## config.mk

```make
export PLATFORM = sky130hd
export DESIGN_NAME = sorted_priority_queue_top
export DESIGN_NICKNAME = d
export VERILOG_FILES = /design/src/rtl/spq_pkg.sv /design/src/rtl/spq_cell.sv /design/src/rtl/sorted_priority_queue_top.sv
export VERILOG_INCLUDE_DIRS = /design/src /design/src/rtl
export SDC_FILE = /design/constraint.sdc
export NUM_CORES = 2
export LEC_CHECK = 0
export ABC_AREA = 1
export BUFFER_PORTS_ARGS = -buffer_cell sky130_fd_sc_hd__buf_2
export CAP_MARGIN = 20
export CORE_MARGIN = 3
export CORE_UTILIZATION = 32
export CTS_BUF_LIST = sky130_fd_sc_hd__clkbuf_16
export DETAILED_ROUTE_END_ITERATION = 10
export SLEW_MARGIN = 20
export SYNTH_ARGS = -nofsm -noshare
export SYNTH_HDL_FRONTEND = slang
export SYNTH_SLANG_ARGS = --single-unit
```

## constraint.sdc

```tcl
create_clock -name clock -period 7.4 [get_ports clock]
set_input_delay 0.37 -clock clock [delete_from_list [all_inputs] [get_ports clock]]
set_output_delay 0.37 -clock clock [all_outputs]
set_load 0.005 [all_outputs]
```

## src/rtl/sorted_priority_queue_top_macros.svh

```systemverilog
// assertion macros for the sorted priority queue
`ifndef SORTED_PRIORITY_QUEUE_TOP_MACROS_SVH
`define SORTED_PRIORITY_QUEUE_TOP_MACROS_SVH

// same-cycle implication, checked on the rising edge of clock outside reset
`define SPQ_ASSERT_IMP(label, ante, cons, msg) \
   label: assert property (@(posedge clock) disable iff (reset) (ante) |-> (cons)) else $error(msg);

// next-cycle implication, checked on the rising edge of clock outside reset
`define SPQ_ASSERT_NXT(label, ante, cons, msg) \
   label: assert property (@(posedge clock) disable iff (reset) (ante) |=> (cons)) else $error(msg);

`endif

```

## src/rtl/spq_pkg.sv

```systemverilog
// types and constants shared by the sorted priority queue modules
package spq_pkg;

   localparam int DEPTH = 16;
   localparam int CNT_W = $clog2(DEPTH + 1);

   localparam int FUNC_W   = 2;
   localparam int STATUS_W = 2;
   localparam int DATA_W   = 32;
   localparam int PRIO_W   = 16;

   localparam logic [FUNC_W-1:0] FUNC_ENQ  = 2'd0;
   localparam logic [FUNC_W-1:0] FUNC_DEQ  = 2'd1;
   localparam logic [FUNC_W-1:0] FUNC_PEEK = 2'd2;

   localparam logic [STATUS_W-1:0] STAT_OK    = 2'd0;
   localparam logic [STATUS_W-1:0] STAT_EMPTY = 2'd1;
   localparam logic [STATUS_W-1:0] STAT_FULL  = 2'd2;

   typedef struct packed {
      logic signed [DATA_W-1:0] data;
      logic signed [PRIO_W-1:0] prio;
   } item_type;

   typedef struct packed {
      logic insert;
      logic remove;
   } cell_ctrl_type;

endpackage

```

## src/rtl/spq_cell.sv

```systemverilog
// one slot of the shift-register priority queue
module spq_cell (
   input  logic                  clock,
   input  spq_pkg::cell_ctrl_type ctrl,
   input  logic                  occupied,
   input  spq_pkg::item_type     new_item,
   input  spq_pkg::item_type     left_item,
   input  logic                  left_stays,
   input  spq_pkg::item_type     right_item,
   output spq_pkg::item_type     slot_item,
   output logic                  stays
);

   spq_pkg::item_type slot_ff;
   spq_pkg::item_type slot_in;

   // an occupied slot keeps its place when its priority is not below the new one
   assign stays     = occupied && !(slot_ff.prio < new_item.prio);
   assign slot_item = slot_ff;

   always_comb begin
      slot_in = slot_ff;
      if (ctrl.remove) begin
         slot_in = right_item;
      end else if (ctrl.insert) begin
         if (stays) begin
            slot_in = slot_ff;
         end else if (left_stays) begin
            slot_in = new_item;
         end else begin
            slot_in = left_item;
         end
      end
   end

   always_ff @(posedge clock) begin
      slot_ff <= slot_in;
   end

endmodule

```

## src/rtl/sorted_priority_queue_top.sv

```systemverilog
// sorted priority queue: a row of slot cells kept in descending priority order
//
// requests enter on req_valid/req_ready with req_func (0 enqueue, 1 dequeue,
// 2 peek), req_item_data and req_item_priority; the last two matter only for
// enqueue. every request gives exactly one response on rsp_valid/rsp_ready
// with rsp_status (0 ok, 1 empty, 2 full), the head entry for a dequeue or
// peek that found one (zero otherwise) and the entry count after the request.
// each cell compares its priority with the incoming one in parallel, so an
// insert or removal finishes in the cycle it is accepted: one request per
// cycle while req_ready is high, response valid the cycle after acceptance.
// equal priorities leave in arrival order since new entries go behind them.
// the response sits in an output register; req_ready is high while that
// register is empty or being drained, so a stalled receiver holds at most one
// response and then backpressures the request side.
// reset empties the queue at once (count to zero) and drops any pending
// response; slot contents are not cleared since slots past the count are
// never read.
module sorted_priority_queue_top (
   input  logic                                  clock,
   input  logic                                  reset,
   input  logic                                  req_valid,
   output logic                                  req_ready,
   input  logic [spq_pkg::FUNC_W-1:0]            req_func,
   input  logic signed [spq_pkg::DATA_W-1:0]     req_item_data,
   input  logic signed [spq_pkg::PRIO_W-1:0]     req_item_priority,
   output logic                                  rsp_valid,
   input  logic                                  rsp_ready,
   output logic [spq_pkg::STATUS_W-1:0]          rsp_status,
   output logic signed [spq_pkg::DATA_W-1:0]     rsp_head_data,
   output logic signed [spq_pkg::PRIO_W-1:0]     rsp_head_priority,
   output logic [spq_pkg::CNT_W-1:0]             rsp_entry_count
);

`include "sorted_priority_queue_top_macros.svh"

   logic                           accept;
   logic                           full;
   logic                           empty;
   logic                           do_insert;
   logic                           do_remove;
   spq_pkg::cell_ctrl_type         cell_ctrl;
   spq_pkg::item_type              new_item;
   spq_pkg::item_type              cell_item [spq_pkg::DEPTH];
   logic                           cell_stays [spq_pkg::DEPTH];

   logic [spq_pkg::CNT_W-1:0]      count_ff;
   logic [spq_pkg::CNT_W-1:0]      count_in;
   logic                           rsp_valid_ff;
   logic                           rsp_valid_in;
   logic [spq_pkg::STATUS_W-1:0]   status_ff;
   logic [spq_pkg::STATUS_W-1:0]   status_in;
   spq_pkg::item_type              head_ff;
   spq_pkg::item_type              head_in;
   logic [spq_pkg::CNT_W-1:0]      rsp_count_ff;

   assign req_ready = !rsp_valid_ff || rsp_ready;
   assign accept    = req_valid && req_ready;
   assign full      = (count_ff == spq_pkg::CNT_W'(spq_pkg::DEPTH));
   assign empty     = (count_ff == '0);
   assign do_insert = accept && (req_func == spq_pkg::FUNC_ENQ) && !full;
   assign do_remove = accept && (req_func == spq_pkg::FUNC_DEQ) && !empty;

   assign cell_ctrl.insert = do_insert;
   assign cell_ctrl.remove = do_remove;
   assign new_item.data    = req_item_data;
   assign new_item.prio    = req_item_priority;

   genvar gi;
   generate
      for (gi = 0; gi < spq_pkg::DEPTH; gi++) begin : g_cell
         spq_pkg::item_type left_item;
         spq_pkg::item_type right_item;
         logic              left_stays;

         if (gi == 0) begin : g_first
            assign left_item  = '0;
            assign left_stays = 1'b1;
         end else begin : g_inner_l
            assign left_item  = cell_item[gi-1];
            assign left_stays = cell_stays[gi-1];
         end

         if (gi == spq_pkg::DEPTH - 1) begin : g_last
            assign right_item = '0;
         end else begin : g_inner_r
            assign right_item = cell_item[gi+1];
         end

         spq_cell u_cell (
            .clock      (clock),
            .ctrl       (cell_ctrl),
            .occupied   (spq_pkg::CNT_W'(gi) < count_ff),
            .new_item   (new_item),
            .left_item  (left_item),
            .left_stays (left_stays),
            .right_item (right_item),
            .slot_item  (cell_item[gi]),
            .stays      (cell_stays[gi])
         );
      end
   endgenerate

   always_comb begin
      count_in = count_ff;
      if (do_insert) begin
         count_in = count_ff + spq_pkg::CNT_W'(1);
      end else if (do_remove) begin
         count_in = count_ff - spq_pkg::CNT_W'(1);
      end
   end

   always_comb begin
      status_in = spq_pkg::STAT_OK;
      head_in   = '0;
      case (req_func)
         spq_pkg::FUNC_ENQ: begin
            if (full) begin
               status_in = spq_pkg::STAT_FULL;
            end
         end
         spq_pkg::FUNC_DEQ, spq_pkg::FUNC_PEEK: begin
            if (empty) begin
               status_in = spq_pkg::STAT_EMPTY;
            end else begin
               head_in = cell_item[0];
            end
         end
         default: begin
            status_in = spq_pkg::STAT_OK;
         end
      endcase
   end

   always_comb begin
      rsp_valid_in = rsp_valid_ff;
      if (accept) begin
         rsp_valid_in = 1'b1;
      end else if (rsp_ready) begin
         rsp_valid_in = 1'b0;
      end
   end

   always_ff @(posedge clock) begin
      if (reset) begin
         count_ff     <= '0;
         rsp_valid_ff <= 1'b0;
      end else begin
         count_ff     <= count_in;
         rsp_valid_ff <= rsp_valid_in;
      end
   end

   // response payload loads only on an accepted request
   always_ff @(posedge clock) begin
      if (accept) begin
         status_ff    <= status_in;
         head_ff      <= head_in;
         rsp_count_ff <= count_in;
      end
   end

   assign rsp_valid         = rsp_valid_ff;
   assign rsp_status        = status_ff;
   assign rsp_head_data     = head_ff.data;
   assign rsp_head_priority = head_ff.prio;
   assign rsp_entry_count   = rsp_count_ff;

   `SPQ_ASSERT_IMP(a_count_bound, 1'b1, count_ff <= spq_pkg::CNT_W'(spq_pkg::DEPTH), "count above depth")
   `SPQ_ASSERT_NXT(a_accept_rsp, accept, rsp_valid_ff, "accepted request gave no response")
   `SPQ_ASSERT_NXT(a_remove_dec, do_remove, count_ff == $past(count_ff) - spq_pkg::CNT_W'(1), "dequeue did not drop count")
   `SPQ_ASSERT_IMP(a_full_count, rsp_valid_ff && (rsp_status == spq_pkg::STAT_FULL), rsp_entry_count == spq_pkg::CNT_W'(spq_pkg::DEPTH), "full status below depth")
   `SPQ_ASSERT_IMP(a_empty_count, rsp_valid_ff && (rsp_status == spq_pkg::STAT_EMPTY), rsp_entry_count == '0, "empty status with entries")

endmodule

```

### Word-level counts from Yosys, hierarchy flattened

Index checks and enable logic that the tools add are counted.

* add/sub/neg operators: 2
* $lt $le $gt $ge: 32
* eq/ne operators: 18
* muxes and demuxes: 67
* bitwise operators: 2
* reductions and logical operators: 63

Operators by type and width (number)
* 48-bit two-way mux: 60
* 16-bit less-than comparator: 16
* 4-bit by 5-bit less-than comparator with 1-bit output (first input constant): 8
* 2-bit AND reduction: 16
* 2-bit != test (second input constant): 15
* 1-bit logical AND: 21
* 3-bit by 5-bit less-than comparator with 1-bit output (first input constant): 4
* 1-bit logical NOT: 19
* 1-bit by 5-bit less-than comparator with 1-bit output (first input constant): 2
* 2-bit by 5-bit less-than comparator with 1-bit output (first input constant): 2
* 5-bit two-way mux: 2
* 5-bit by 1-bit adder with 5-bit output (second input constant): 1
* 5-bit equality test (second input constant): 1
* 5-bit logical NOT: 1
* 5-bit by 1-bit subtractor with 5-bit output (second input constant): 1
* 2-bit case mux with 2 select lines: 1
* 2-bit nonzero test: 2
* 2-bit OR reduction: 2
* 1-bit two-way mux: 3
* 2-bit by 1-bit equality test with 1-bit output (second input constant): 1
* 2-bit equality test (second input constant): 1
* 2-bit logical NOT: 1
* 2-bit two-way mux: 1
* 1-bit inverter: 2
* 1-bit logical OR: 1

* flip-flop bits (word level): 829
* input port bits: 54

### Logic depth before layout (Yosys ltp)

* depth after elaboration: 7
* gate-level depth with buffers: 19
* gate-level depth less buffers: 16

### By module

From an unflattened synthesis, not the netlist that was laid out.

* cell total of the unflattened synthesis: 5633
* area total of the unflattened synthesis: 48076.1 sq um

By module, submodules not included
* spq_cell (g_cell[0].u_cell ...): times used 10, cells an instance 336, area each 2836.5 sq um, seq. area each 1441.4 sq um
* spq_cell (g_cell[4].u_cell ...): times used 6, cells an instance 333, area each 2819.0 sq um, seq. area each 1441.4 sq um
* sorted_priority_queue_top: times used 1, cells an instance 275, area each 2797.7 sq um, seq. area each 1771.7 sq um

### Worst setup path after synthesis

No wires, ideal clock.

* path kind: input port to flip-flop
* start point: input req_item_priority[9] (netlist name)
* end point: register g_cell[10].u_cell.slot_ff, in the netlist g_cell[10].u_cell.slot_item[0], enable pin
* arrival: 3.723 ns
* required time: 6.993 ns
* path slack: 3.271 ns
* stages on the path: 14
* path buffers: 3
* cells stage by stage: inv_1 -> clkbuf_1 -> ha_1 -> nand2_1 -> inv_1 -> o21ai_0 -> a21oi_1 -> nor3_1 -> nand3_1 -> nand3_1 -> buf_2 -> buf_2 -> nand2_1 -> nand2_1

* longest elaborated chain between the ends: 5

RTL lines
* start, declared: RTL line sorted_priority_queue_top.sv:25 `input logic signed [spq_pkg::PRIO_W-1:0] req_item_priority,`
* 16-bit less-than comparator: RTL line spq_cell.sv:18 `assign stays = occupied && !(slot_ff.prio < new_item.prio);`
* 1-bit logical NOT: RTL line spq_cell.sv:18
* 1-bit logical AND: RTL line spq_cell.sv:18
* 2-bit != test (no source line)
* 2-bit AND reduction (no source line)
* end signal, assigned: RTL line spq_cell.sv:37 `slot_ff <= slot_in;`
* end, declared: RTL line spq_cell.sv:14 `spq_pkg::item_type slot_ff;`

No other way between the ends.
A chain may end at the register's enable or synchronous reset.

==> impl_metrics.py <==
metrics = {
    "run_status": {
        "outcome": "finished, final reports clean",
    },
    "synthesis": {
        "async_flop_share_pct": 0,
        "yosys.area.top_type": "edfxtp_1",
        "synth-seq-cells": 829,
        "synth_top_flop_cell": "edfxtp_1",
        "postSynthAreaPerCell_um2": 7.61,
        "yosysMostFrequentCell": "nand2_1",
        "syn_inst": 6908,
        "syn-cell-area_um2": 52600,
        "synth_common_cells": "2542 x nand2_1, 859 x nand3_1, 858 x inv_1, 775 x edfxtp_1, 592 x nand4_1",
        "ys.warnings.count": 0,
        "seq_area_frac_synth_pct": 46.3,
        "synthesis.nets": 7208,
        "synth.area.top_cells": "edfxtp_1 44%, nand2_1 18%, nand3_1 8.2%",
        "yosysUniqueCellTypes": 33,
        "synth_top_area_share_pct": 44.2,
        "synth_edf_count": 775,
    },
    "routing": {
        "drc": 0,
        "vias": 47800,
        "wl_per_cell_um": 20.7,
        "firstDrtPassIters": 5,
        "wl_um": 186000,
        "drt_iter0_markers": 5727,
        "viasPerCell": 5.33,
        "ant_nets": 0,
    },
    "critical_path": {
        "cp_num_cells": 11,
        "r2r_start": "count_ff[0]$_SDFF_PP0_",
        "critical_path.top_delay_family": "buffers and inverters",
        "reg2reg_slack_ns": 2.78,
        "crit_chain": "clkinv_1, ha_1, nand2_1, inv_1, nand2_1, nand2_4, buf_4, buf_4, buf_4, nand3_1, nand2_1",
        "crit_type": "reg -> reg",
        "required_ns": 7.98,
        "crit_buf_inv": 5,
        "critPathMaxFanout": 90,
        "timing.rr.end": "g_cell[8].u_cell.slot_item[31]$_DFFE_PP_",
        "start_kind": "register",
        "cp.arrival_ns": 5.20,
        "cp-end-kind": "register",
        "cp_slowest_cell": "buf_4",
        "cpPeakStageDelay_ns": 0.92,
        "r2r_cells": 11,
    },
    "global_routing": {
        "track_usage_pct": 21.2,
        "grt_pass1_vias": 45400,
        "grt_max_degree": 184,
        "antenna_found_initial": 2,
        "grt.overflow.total": 0,
        "grt_pass1_wl_um": 283000,
    },
    "cells_and_area": {
        "final_area_um2": 58000,
        "drive_gt1_share_pct": 6.12,
        "fin_util_pct": 35.6,
        "syn_to_final_growth_pct": 10.3,
        "nets": 7014,
    },
    "placement": {
        "post_dp_cell_area_um2": 54800,
        "dp_hpwl_um": 119000,
        "post-place-ws_ns": 2.47,
        "place_congestion": 0.914,
        "io_buffers": 110,
    },
    "clock_network": {
        "clk_latency_ns": 0.72,
        "clk_pin_slew_worst_paths_ns": 0.06,
        "cts-buffers-inserted": 92,
        "clock-sinks": 829,
        "h-tree-depth": 3,
        "post_cts_buffers": 0,
        "cts-root-buf": "clkbuf_16",
        "clockBufferDepth": 3,
        "cts_tree": "yes",
    },
    "power": {
        "leakagePower_uw": 0.0276,
        "vdd_drop_max_v": 0.000177,
        "p_per_area_nw_per_um2": 224,
    },
    "sta": {
        "slew_headroom_pct": 22.9,
        "rsz0062_at_grt": "false",
        "tightest_slew_ns": 1.16,
        "fin_crit_sh_pct": 62.5,
        "hold_viol_final": 0,
        "worst_slack_ns": 2.78,
        "setup_violations": 0,
        "fin_tns_setup_ns": 0,
        "period_minus_slack_ns": 4.62,
        "max_freq_mhz": 216,
        "finClkSkew_ns": 0.0475,
        "drv_slew": 0,
    },
    "worst_hold_path": {
        "hold_path.class": "in -> reg",
        "hold_depth": 5,
        "hp-start": "req_item_priority[8]",
        "hold_end": "g_cell[15].u_cell.slot_item[8]$_SDFFE_PP0P_",
    },
    "flow_run": {
        "cap_viol_max_count": 0,
    },
    "floorplanning": {
        "coreArea_um2": 163000,
        "pin_count": 111,
        "row_count": 148,
        "dieWidth_um": 411,
        "dieHeight_um": 411,
        "start_util_pct": 32.3,
        "die-area_um2": 169000,
    },
}
worst register-to-register path, stage by stage, from the launching register on:
cell and delay [ns]:
dfxtp_1 0.36, clkinv_1 0.29, ha_1 0.23, nand2_1 0.08, inv_1 0.07, nand2_1 0.14
nand2_4 0.20, buf_4 0.65, buf_4 0.97, buf_4 0.96, nand3_1 0.41, nand2_1 0.13
power by group:
| part | internal, µW | total, µW | switching (µW) | leakage (µW) |
|---|---|---|---|---|
| clock network | 2700 | 4810 | 2110 | 0.00156 |
| logic | 648 | 2360 | 1710 | 0.0184 |
| registers | 5610 | 5830 | 220 | 0.00762 |
routing by layer:
metal	up-vias	track usage, %	share of wire (%)
met5	-	0	0.0038
met4	2	7.79	3.5
met3	354	3.66	9.0
met2	2292	32.9	44
met1	22700	29.5	44
li1	22500	-	-
sequential cells by signal, summed over array words and instances (netlist names):
name and flops:
rsp_entry_count 5, rsp_valid 1, rsp_head_data 32, count_ff 5, g_cell.u_cell.slot_item 768, rsp_head_priority 16
rsp_status 2
layout by cell type (no fill, tap or decap), types with 67 or more instances in the layout:
| cell type | instances |
|---|---|
| buf_4 | 95 |
| nand2_1 | 2515 |
| edfxtp_1 | 775 |
| nand4_1 | 592 |
| o21ai_0 | 67 |
| clkbuf_16 | 92 |
| buf_2 | 110 |
| nand3_1 | 840 |
| a21oi_1 | 104 |
| ha_1 | 246 |
| inv_1 | 868 |
| nor2_1 | 214 |
cells by family (layout without fill, tap and decap cells):
kind of cell | Yosys count | after routing | synth area share [%]
flops | 829 | 829 | 46.3
xor+xnor | 3 | 3 | 0.0500
fa+ha+maj | 246 | 246 | 5.85
buf+inv | 1382 | 1267 | 10.4
simple gates | 4230 | 4230 | 35.2
compound gates | 218 | 218 | 2.21
other cells | 0 | 1 | 0
stage by stage:
step / hold slack (ns) / total power, µW / cells
floorplan: 0.439 / 7440 / 6908
global placement: 0.486 / 8180 / 8777
detailed placement: 0.507 / 8230 / 8777
CTS: 0.00441 / 13000 / 8968
global route: 0.0514 / 13500 / 8968
finish: 0.0659 / 13000 / 8969
repair_timing:
action / 4_1_cts / 5_1_grt
hold buffers: 18 / 0
resized for setup: 0 / 0
hold endpoints to repair: 22 / 0
how the worst max path moves through the flow:
stage                      startpoint                                        to  slack [ns]
3_5_place_dp     req_item_priority[9]  g_cell[7].u_cell.slot_item[31]$_DFFE_PP_        2.47
6_report       count_ff[0]$_SDFF_PP0_  g_cell[8].u_cell.slot_item[31]$_DFFE_PP_        2.78
4_1_cts          req_item_priority[1]  g_cell[7].u_cell.slot_item[12]$_DFFE_PP_        3.00
5_1_grt        count_ff[0]$_SDFF_PP0_  g_cell[8].u_cell.slot_item[32]$_DFFE_PP_        2.60
3_3_place_gp     req_item_priority[9]  g_cell[7].u_cell.slot_item[31]$_DFFE_PP_        2.46
2_1_floorplan    req_item_priority[9]  g_cell[10].u_cell.slot_item[0]$_DFFE_PP_        3.27
area by class of cell:
class | count | area (µm²)
Clock inverter | 81 | 782
Fill cell | 17000 | 105000
Multi-Input combinational cell | 4697 | 23100
Antenna cell | 1 | 2.50
Sequential cell | 829 | 24400
Timing Repair Buffer | 228 | 1540
Inverter | 866 | 3260
Clock buffer | 92 | 2300
Tap cell | 2175 | 2720
No activity file was read; power rests on OpenSTA's default activity.
